<file path="src/design/battery_can_payload_builder_defines.svh">
`ifndef BATTERY_CAN_PAYLOAD_BUILDER_DEFINES_SVH
`define BATTERY_CAN_PAYLOAD_BUILDER_DEFINES_SVH

// same-cycle implication, sampled on clk, off during reset
`define BCPB_ASSERT_NOW(lbl, ante, cons, msg) \
  lbl: assert property (@(posedge clk) disable iff (!rst_n) (ante) |-> (cons)) else $error(msg);

// next-cycle implication, sampled on clk, off during reset
`define BCPB_ASSERT_NEXT(lbl, ante, cons, msg) \
  lbl: assert property (@(posedge clk) disable iff (!rst_n) (ante) |=> (cons)) else $error(msg);

`endif

</file>
<file path="src/design/bcpb_pkg.sv">
package bcpb_pkg;

  localparam logic [7:0] CRC_POLY = 8'h31;
  localparam logic [7:0] CRC_INIT = 8'hFF;

  // mag * volt < 2^31
  localparam int PROD_W = 31;
  // floor(p / 10000) == (p * RECIP) >> RECIP_SHIFT, exact for p < 2^31
  localparam int RECIP_W = 32;
  localparam logic [RECIP_W-1:0] RECIP = 32'd3518437209;
  localparam int RECIP_SHIFT = 45;
  localparam int FULL_W = PROD_W + RECIP_W;
  // quotient max 214745
  localparam int QUOT_W = 18;

  typedef struct packed {
    logic [15:0] cur;
    logic [15:0] volt;
    logic [3:0]  alive;
  } meas_t;

  function automatic logic [7:0] crc8_byte(input logic [7:0] crc_in, input logic [7:0] data);
    logic [7:0] c;
    c = crc_in ^ data;
    for (int k = 0; k < 8; k++) begin
      c = c[7] ? ({c[6:0], 1'b0} ^ CRC_POLY) : {c[6:0], 1'b0};
    end
    return c;
  endfunction

endpackage

</file>
<file path="src/design/bcpb_power.sv">
module bcpb_power (
  input  logic                       clk,
  input  logic                       en_mul,
  input  logic                       en_div,
  input  logic [15:0]                cur,
  input  logic [15:0]                volt,
  output logic                       neg,
  output logic [bcpb_pkg::QUOT_W-1:0] quot
);
  import bcpb_pkg::*;

  logic [15:0]       mag;
  logic [31:0]       prod;
  logic [PROD_W-1:0] prod_r;
  logic              neg1_r;
  logic [FULL_W-1:0] full;
  logic [QUOT_W-1:0] quot_r;
  logic              neg2_r;

  // |-32768| = 0x8000 still fits 16 bits unsigned
  assign mag  = cur[15] ? (~cur + 16'd1) : cur;
  assign prod = mag * volt;

  always_ff @(posedge clk) begin
    if (en_mul) begin
      prod_r <= prod[PROD_W-1:0];
      neg1_r <= cur[15];
    end
  end

  assign full = {{RECIP_W{1'b0}}, prod_r} * {{PROD_W{1'b0}}, RECIP};

  always_ff @(posedge clk) begin
    if (en_div) begin
      quot_r <= full[RECIP_SHIFT +: QUOT_W];
      neg2_r <= neg1_r;
    end
  end

  assign neg  = neg2_r;
  assign quot = quot_r;

endmodule

</file>
<file path="src/design/bcpb_pack.sv">
module bcpb_pack (
  input  logic                        clk,
  input  logic                        load,
  input  logic                        neg,
  input  logic [bcpb_pkg::QUOT_W-1:0] quot,
  input  bcpb_pkg::meas_t             meas,
  input  logic [7:0]                  crc_part,
  input  logic [7:0]                  status,
  output logic [63:0]                 payload,
  output logic [15:0]                 power,
  output logic [3:0]                  seq,
  output logic [3:0]                  crc
);
  import bcpb_pkg::*;

  logic [15:0] pwr;
  logic [7:0]  crc_full;
  logic [63:0] payload_r;
  logic [15:0] power_r;
  logic [3:0]  seq_r;
  logic [3:0]  crc_r;

  always_comb begin
    if (neg) begin
      pwr = (quot >= QUOT_W'(32768)) ? 16'h8000 : (~quot[15:0] + 16'd1);
    end else begin
      pwr = (quot > QUOT_W'(32767)) ? 16'h7FFF : quot[15:0];
    end
  end

  assign crc_full = crc8_byte(crc8_byte(crc8_byte(crc_part, pwr[7:0]), pwr[15:8]), status);

  always_ff @(posedge clk) begin
    if (load) begin
      payload_r <= {meas.alive, crc_full[3:0], status, pwr, meas.volt, meas.cur};
      power_r   <= pwr;
      seq_r     <= meas.alive;
      crc_r     <= crc_full[3:0];
    end
  end

  assign payload = payload_r;
  assign power   = power_r;
  assign seq     = seq_r;
  assign crc     = crc_r;

endmodule

</file>
<file path="src/design/battery_can_payload_builder.sv">
// Throughput: one request per cycle while out_ready stays high, set by the
// 4-register pipeline (input, product, reciprocal quotient, result); each
// stage advances when the next frees.
// Reset (rst_n low, synchronous): all valid flags, the alive counter and the
// status register clear; data registers are not reset.
`include "battery_can_payload_builder_defines.svh"

module battery_can_payload_builder (
  input  logic               clk,
  input  logic               rst_n,
  input  logic               in_valid,
  output logic               in_ready,
  input  logic signed [15:0] in_current_tenth_amp,
  input  logic [15:0]        in_voltage_tenth_volt,
  output logic               out_valid,
  input  logic               out_ready,
  output logic [63:0]        out_payload,
  output logic signed [15:0] out_power_tenth_kw,
  output logic [3:0]         out_sequence_nibble,
  output logic [3:0]         out_crc_nibble,
  input  logic               cfg_we,
  input  logic [7:0]         cfg_wdata
);
  import bcpb_pkg::*;

  logic        v0_r, v1_r, v2_r, out_v_r;
  logic        v0_nxt, v1_nxt, v2_nxt, out_v_nxt;
  logic [3:0]  alive_r, alive_nxt;
  logic [7:0]  status_r;
  meas_t       m0_r, m1_r, m2_r;
  logic [7:0]  crc1_r, crc2_r;
  logic [7:0]  crc_head;
  logic        rdy1, rdy2, rdy3;
  logic        in_fire, ld1, ld2, ld3;
  logic        neg;
  logic [QUOT_W-1:0] quot;
  logic [15:0] power;

  assign rdy3     = !out_v_r || out_ready;
  assign rdy2     = !v2_r || rdy3;
  assign rdy1     = !v1_r || rdy2;
  assign in_ready = !v0_r || rdy1;

  assign in_fire = in_valid && in_ready;
  assign ld1     = v0_r && rdy1;
  assign ld2     = v1_r && rdy2;
  assign ld3     = v2_r && rdy3;

  assign alive_nxt = alive_r + 4'd1;
  assign v0_nxt    = in_fire ? 1'b1 : (ld1 ? 1'b0 : v0_r);
  assign v1_nxt    = ld1 ? 1'b1 : (ld2 ? 1'b0 : v1_r);
  assign v2_nxt    = ld2 ? 1'b1 : (ld3 ? 1'b0 : v2_r);
  assign out_v_nxt = ld3 ? 1'b1 : (out_ready ? 1'b0 : out_v_r);

  always_ff @(posedge clk) begin
    if (!rst_n) begin
      v0_r     <= 1'b0;
      v1_r     <= 1'b0;
      v2_r     <= 1'b0;
      out_v_r  <= 1'b0;
      alive_r  <= 4'd0;
      status_r <= 8'd0;
    end else begin
      v0_r    <= v0_nxt;
      v1_r    <= v1_nxt;
      v2_r    <= v2_nxt;
      out_v_r <= out_v_nxt;
      if (in_fire) begin
        alive_r <= alive_nxt;
      end
      if (cfg_we) begin
        status_r <= cfg_wdata;
      end
    end
  end

  // crc over current and voltage bytes, finished in the pack stage
  assign crc_head = crc8_byte(crc8_byte(crc8_byte(crc8_byte(CRC_INIT, m0_r.cur[7:0]),
                    m0_r.cur[15:8]), m0_r.volt[7:0]), m0_r.volt[15:8]);

  always_ff @(posedge clk) begin
    if (in_fire) begin
      m0_r <= '{cur: in_current_tenth_amp, volt: in_voltage_tenth_volt, alive: alive_nxt};
    end
    if (ld1) begin
      m1_r   <= m0_r;
      crc1_r <= crc_head;
    end
    if (ld2) begin
      m2_r   <= m1_r;
      crc2_r <= crc1_r;
    end
  end

  bcpb_power u_power (
    .clk    (clk),
    .en_mul (ld1),
    .en_div (ld2),
    .cur    (m0_r.cur),
    .volt   (m0_r.volt),
    .neg    (neg),
    .quot   (quot)
  );

  bcpb_pack u_pack (
    .clk      (clk),
    .load     (ld3),
    .neg      (neg),
    .quot     (quot),
    .meas     (m2_r),
    .crc_part (crc2_r),
    .status   (status_r),
    .payload  (out_payload),
    .power    (power),
    .seq      (out_sequence_nibble),
    .crc      (out_crc_nibble)
  );

  assign out_valid          = out_v_r;
  assign out_power_tenth_kw = power;

  `BCPB_ASSERT_NOW(a_byte7_fields, out_valid, out_payload[63:56] == {out_sequence_nibble, out_crc_nibble}, "byte 7 mismatch")
  `BCPB_ASSERT_NOW(a_power_field, out_valid, out_payload[47:32] == out_power_tenth_kw, "power bytes mismatch")
  `BCPB_ASSERT_NOW(a_full_when_blocked, !in_ready, v0_r && v1_r && v2_r && out_v_r && !out_ready, "input blocked with a free stage")
  `BCPB_ASSERT_NEXT(a_alive_step, in_valid && in_ready, m0_r.alive == alive_r, "alive counter not stored")

endmodule

</file>
<file path="config.mk">
export PLATFORM = sky130hd
export DESIGN_NAME = battery_can_payload_builder
export DESIGN_NICKNAME = d
export VERILOG_FILES = /design/src/design/bcpb_pkg.sv /design/src/design/bcpb_power.sv /design/src/design/bcpb_pack.sv /design/src/design/battery_can_payload_builder.sv
export VERILOG_INCLUDE_DIRS = /design/src /design/src/design
export SDC_FILE = /design/constraint.sdc
export NUM_CORES = 2
export LEC_CHECK = 0
export BUFFER_PORTS_ARGS = -buffer_cell sky130_fd_sc_hd__buf_2
export CAP_MARGIN = 25
export CORE_UTILIZATION = 59
export CTS_BUF_LIST = sky130_fd_sc_hd__clkbuf_8 sky130_fd_sc_hd__clkbuf_16
export DETAILED_ROUTE_END_ITERATION = 8
export PLACE_DENSITY = 0.8
export SYNTH_ARGS = -nofsm -noshare
export SYNTH_HDL_FRONTEND = slang
export SYNTH_SLANG_ARGS = --single-unit
</file>
<file path="constraint.sdc">
create_clock -name clk -period 8.4 [get_ports clk]
set_input_delay 0.84 -clock clk [delete_from_list [all_inputs] [get_ports clk]]
set_output_delay 0.84 -clock clk [all_outputs]
set_load 0.05 [all_outputs]
</file>
Yosys cells after proc, flatten, opt, wreduce, memory -nomap -nowiden
Index checks and enable logic that the tools add are counted.
{"block": "classes", "n_lt_le_gt_ge": 2, "reduce_logical": 16, "bitwise": 65, "mux": 68, "addsub": 3, "n_mul": 2}
{"operator": "2-to-1 mux 6 bit", "n": 53}
{"operator": "NOT 3 bit", "n": 53}
{"operator": "2-to-1 mux 16 bit", "n": 4}
{"operator": "multiplier 31 x 32 -> 63 bit (second input constant)", "n": 1}
{"operator": "XOR 8 bit", "n": 6}
{"operator": "adder 16 x 1 -> 16 bit (second input constant)", "n": 2}
{"operator": "NOT 16 bit", "n": 2}
{"operator": "multiplier 16 x 16 -> 31 bit", "n": 1}
{"operator": ">= comparator 18 x 16 -> 1 bit (second input constant)", "n": 1}
{"operator": "greater-than comparator 18 x 15 -> 1 bit (second input constant)", "n": 1}
{"operator": "2-to-1 mux 1 bit", "n": 11}
{"operator": "NOT 8 bit", "n": 1}
{"operator": "nonzero test 2 bit", "n": 4}
{"operator": "adder 4 x 1 -> 4 bit (second input constant)", "n": 1}
{"operator": "logical AND 1 bit", "n": 4}
{"operator": "logical NOT 1 bit", "n": 4}
{"operator": "logical OR 1 bit", "n": 4}
{"operator": "NOT 1 bit (first input constant)", "n": 3}
{"block": "totals", "out_inout_bits": 90, "elab_cells": 182, "input_bits": 45, "register_bits": 279}

Logic depth before layout (Yosys ltp)
{"block": "depth", "depth_word": 68, "depth_mapped": 31, "depth_no_buf": 29}

Hierarchy
From an unflattened synthesis, not the netlist that was laid out.
{"block": "hier_totals", "hier_cells": 3108, "area_unflattened_um2": 35162.5}
{"module": "bcpb_power", "cells_per_inst": 2631, "seq_area_each_um2": 1531.5, "instances": 1, "area_each_um2": 26618.0}
{"module": "battery_can_payload_builder", "cells_per_inst": 260, "seq_area_each_um2": 4043.9, "instances": 1, "area_each_um2": 5441.5}
{"module": "bcpb_pack", "cells_per_inst": 217, "seq_area_each_um2": 1921.8, "instances": 1, "area_each_um2": 3103.0}

Least setup slack after synthesis
Ideal clock, no wire load.
{"block": "synth_timing", "path_type": "register -> register", "from": "register m0_r[23] (netlist name)", "to": "register u_power.prod_r[25] (data pin)", "setup_ns": 0.259, "setup_slack_ns": 0.425, "path_buffers": 2, "arrival_ns": 7.716, "synth_period_minus_slack_ns": 7.975, "t_required_ns": 8.141, "path_stages_with_launch": 29, "cell_sequence": "edfxtp_1 > buf_2 > or4_1 > nor4_1 > inv_1 > or3_1 > nand2_1 > xnor2_1 > clkbuf_1 > nand2_1 > fa_1 > fa_1 > inv_1 > fa_1 > fa_1 > fa_1 > inv_1 > fa_1 > inv_1 > ha_1 > and3_1 > a2111oi_0 > o21ai_0 > a221oi_1 > a21oi_1 > or2_2 > a21o_1 > a21oi_1 > xnor2_1"}
{"block": "synth_via", "elab_chain_len": 4}
{"element": "from (decl)", "line_no": "battery_can_payload_builder.sv:30", "rtl": "meas_t m0_r, m1_r, m2_r;"}
{"element": "from (signal assigned)", "line_no": "battery_can_payload_builder.sv:83", "rtl": "m0_r <= '{cur: in_current_tenth_amp, volt: in_voltage_tenth_volt, alive: alive_nxt};"}
{"element": "NOT 16 bit", "line_no": "bcpb_power.sv:21", "rtl": "assign mag = cur[15] ? (~cur + 16'd1) : cur;"}
{"element": "adder 16 x 1 -> 16 bit", "line_no": "bcpb_power.sv:21"}
{"element": "2-to-1 mux 16 bit (*)", "line_no": "bcpb_power.sv:21"}
{"element": "multiplier 16 x 16 -> 31 bit (*)", "line_no": "bcpb_power.sv:22", "rtl": "assign prod = mag * volt;"}
{"element": "via u_power.prod[25]", "line_no": "bcpb_power.sv:13", "rtl": "logic [31:0] prod;"}
{"element": "to (signal assigned)", "line_no": "bcpb_power.sv:26", "rtl": "prod_r <= prod[PROD_W-1:0];"}
{"element": "to (decl)", "line_no": "bcpb_power.sv:14", "rtl": "logic [PROD_W-1:0] prod_r;"}
Mark *: on every way through the listed nets, which the timed path passes. The rest lies on a longest branch.
A chain may end at the register's enable or synchronous reset.

Worst setup path in the final report
{"block": "layout_timing", "from": "register u_power.prod_r[29]", "to": "register u_power.quot_r[17] (netlist: u_power.quot[17]) (data pin)"}
{"block": "layout_via", "elab_chain_len": 1}
{"element": "multiplier 31 x 32 -> 63 bit", "line_no": "bcpb_power.sv:31", "rtl": "assign full = {{RECIP_W{1'b0}}, prod_r} * {{PROD_W{1'b0}}, RECIP};"}
{"element": "via u_power.full[62]", "line_no": "bcpb_power.sv:16", "rtl": "logic [FULL_W-1:0] full;"}
{"element": "to (signal assigned)", "line_no": "bcpb_power.sv:35", "rtl": "quot_r <= full[RECIP_SHIFT +: QUOT_W];"}
{"element": "to (decl)", "line_no": "bcpb_power.sv:17", "rtl": "logic [QUOT_W-1:0] quot_r;"}
The timed path passes the listed nets, and every way through them passes these cells.

==> flow_metrics.tcl <==
set metrics [dict create \
    end_kind "flip-flop" \
    gp_routability_congestion 1.03 \
    status "complete, no violations" \
    die_area_um2 60100 \
    gr-usage-all-layers_pct 29.5 \
    portBuffers 134 \
    critPathArrivalTime_ns 8.27 \
    synth_common_cells "851 x inv_1, 615 x fa_1, 458 x ha_1" \
    synthTopCellsByArea "fa_1 35%, edfxtp_1 20%, ha_1 16%, inv_1 9.2%, xnor2_1 3.4%" \
    area.sequential_um2 7440 \
    synth_cell_type_count 69 \
    ys.flop_type "edfxtp_1" \
    fillCellCount 4383 \
    slew_headroom_pct 29.8 \
    r2r-start "u_power.prod_r[29]" \
    dpl.hpwl_um 72300 \
    fin_skew_ns 0.0209 \
    tightest_slew_ns 1.05 \
    antenna_found_initial 0 \
    final.min_clock_period_ns 7.99 \
    cts_max_level 1 \
    finalHoldViolCount 0 \
    first_iter_violations 1901 \
    r2r_slack_ns 0.41 \
    coreArea_um2 58000 \
    die_x_um 245 \
    dr.pass1.iters 5 \
    grt_pass1_wl_um 134000 \
    rr_worst_depth 25 \
    maxSlewViolCount 0 \
    avgViaCountPerCell 5.53 \
    syn_inst 3151 \
    yosysMostFrequentCell "inv_1" \
    synth_top_family_by_area "adder cells" \
    synth_xor_area_share_pct 4.97 \
    ios 135 \
    async_flop_share_pct 0 \
    grt_pass1_vias 23986 \
    path_class "reg2reg" \
    clk_pin_slew_worst_paths_ns 0.07 \
    setup_ws_ns 0.407 \
    die_h_um 245 \
    via_count 22482 \
    critPathMaxFanout 6 \
    drc 0 \
    syn-cell-area_um2 34900 \
    num_rows 88 \
    cts_tree "built" \
    synth.top_cell.area_share_pct 35.3 \
    area_growth_pct 7.17 \
    holdPathStages 0 \
    post-place-ws_ns 0.205 \
    antenna_cells 0 \
    synth_nets 4269 \
    worstHoldEndpoint "u_pack.payload[0]" \
    crit_required_ns 8.68 \
    wl_per_cell_um 21.0 \
    drive_gt1_share_pct 7.90 \
    multi_input_area_um2 23900 \
    synth_edf_count 237 \
    worstHoldPathType "reg2reg" \
    clock_latency_ns 0.54 \
    ant_nets 0 \
    overflow 0 \
    layout.nets 4404 \
    hold_start "m2_r[20]" \
    cts_made_buffers 24 \
    reg2reg_to "u_power.quot[17]" \
    syn_area_per_cell_um2 11.1 \
    fin_crit_sh_pct 95.2 \
    maxCapViolCount 0 \
    synthMuxAreaShare_pct 0.230 \
    yosysWarnings 0 \
    yosysTopAreaCell "fa_1" \
    fmax_mhz 125 \
    cts_root_buf "clkbuf_16" \
    finalSetupViolCount 0 \
    wl_um 85600 \
    ys_seq_area_share_pct 21.3 \
    critPathLaunchType "flip-flop" \
    clock_path_buffers 3 \
    initial_core_util_pct 60.1 \
    yosys.area_share.simple_pct 6.51 \
    cts.sinks 253 \
    ys_seq_elements 253 \
    synth_compound_area_share_pct 4.82 \
    yosys.area_share.adder_pct 51.7 \
    grt_max_degree 76 \
]
stage by stage:
step	TNS (ns)	util, %	std cells	hold WS [ns]	area [µm²]
finish	0	64.4	4069	0.416	37400
global route	-0.0140	64.4	4069	0.423	37400
CTS	0	64.3	4067	0.416	37300
detailed placement	0	63.0	4023	0.405	36500
global placement	0	63.0	4023	0.401	36500
floorplan	0	-	3151	0.400	34900
registers in the layout (all words and copies together) (netlist names), 3 cells and up:
signal          flops
u_pack.crc          3
u_power.prod_r     31
m2_r               36
u_pack.payload     42
crc1_r              8
status_r            8
u_pack.seq          4
u_pack.power       15
u_power.quot       18
m0_r               36
crc2_r              8
m1_r               36
alive_r             4
per-layer routing:
metal | global-route usage [%] | vias to the layer above | routed length (µm)
li1 | - | 10000 | -
met1 | 41.0 | 11520 | 35500
met2 | 48.9 | 840 | 42000
met3 | 4.11 | 122 | 6020
met4 | 7.61 | 0 | 2070
met5 | 0 | - | 0
placed cells by master (no fill, tap or decap), types with 5 or more instances in the layout:
cell type  instances
a221o_1            5
o31ai_1            6
fa_1             615
xor2_1            50
mux2i_1            8
buf_2            134
nand4_1           13
a21boi_0           5
nand3_1           22
and2_1           123
a211oi_1           6
xnor2_1          133
and3_1             6
nor2_1            29
buf_4             59
nor3_1            11
a2111oi_0          6
ha_1             458
nor2b_1           16
a21o_1            57
nor4_1             6
inv_1            853
clkbuf_16         25
o21ai_0           33
a21oi_1           65
nand2_1          177
clkinv_1           7
o21bai_1          10
nand2b_1           9
dfxtp_1           16
o21a_1             5
a31o_2             5
o311ai_0           6
or3_1             11
edfxtp_1         237
worst max path at each step:
stage / from / endpoint / slack (ns) / depth (start not counted)
6_report: u_power.prod_r[29] / u_power.quot[17] / 0.41 / 25
5_1_grt: m0_r[24] / u_power.prod_r[25] / -0.01 / 26
4_1_cts: u_power.prod_r[26] / u_power.quot[17] / 0.19 / 26
3_5_place_dp: u_power.prod_r[26] / u_power.quot[17] / 0.21 / 26
3_3_place_gp: u_power.prod_r[26] / u_power.quot[17] / 0.28 / 26
2_1_floorplan: m0_r[23] / u_power.prod_r[25] / 0.43 / 28
critical path, stage by stage (launching register included):
cell,delay (ns)
edfxtp_1,0.66
inv_1,0.10
ha_1,0.42
inv_1,0.17
fa_1,0.56
inv_1,0.07
fa_1,0.51
inv_1,0.05
fa_1,0.48
fa_1,0.57
fa_1,0.47
fa_1,0.51
inv_1,0.05
fa_1,0.48
inv_1,0.04
ha_1,0.32
nand4_1,0.15
a211o_1,0.32
a211oi_1,0.43
a211oi_1,0.14
buf_4,0.18
a2111oi_1,0.44
buf_4,0.19
o41ai_2,0.10
o211ai_1,0.24
xnor2_1,0.09
final cells by class:
class,instances,area share [%]
inverter,852,8.56
multi-input combinational,1960,63.9
tap,765,2.56
sequential,253,19.9
timing repair buffer,195,3.04
clock inverter,19,0.398
clock buffer,25,1.67
logic make-up (layout without fill, tap and decap cells):
group,count (synthesis),in the layout
AND/OR/NAND/NOR,441,441
buffers and inverters,938,1091
adder cells (fa/ha/maj),1073,1073
AO/OA/AOI/OAI,248,248
flip-flops,253,253
XOR/XNOR,190,190
multiplexers,8,8
timing repair:
action / 4_1_cts / 5_1_grt
endpoints found under the setup margin: 0 / 10
gates resized for setup: 0 / 8
hold buffers: 0 / 0
setup buffers: 0 / 0
Power is left out: the tool's default activity adds up to more than one toggle a clock period on the data nets, which glitch-free logic cannot reach.
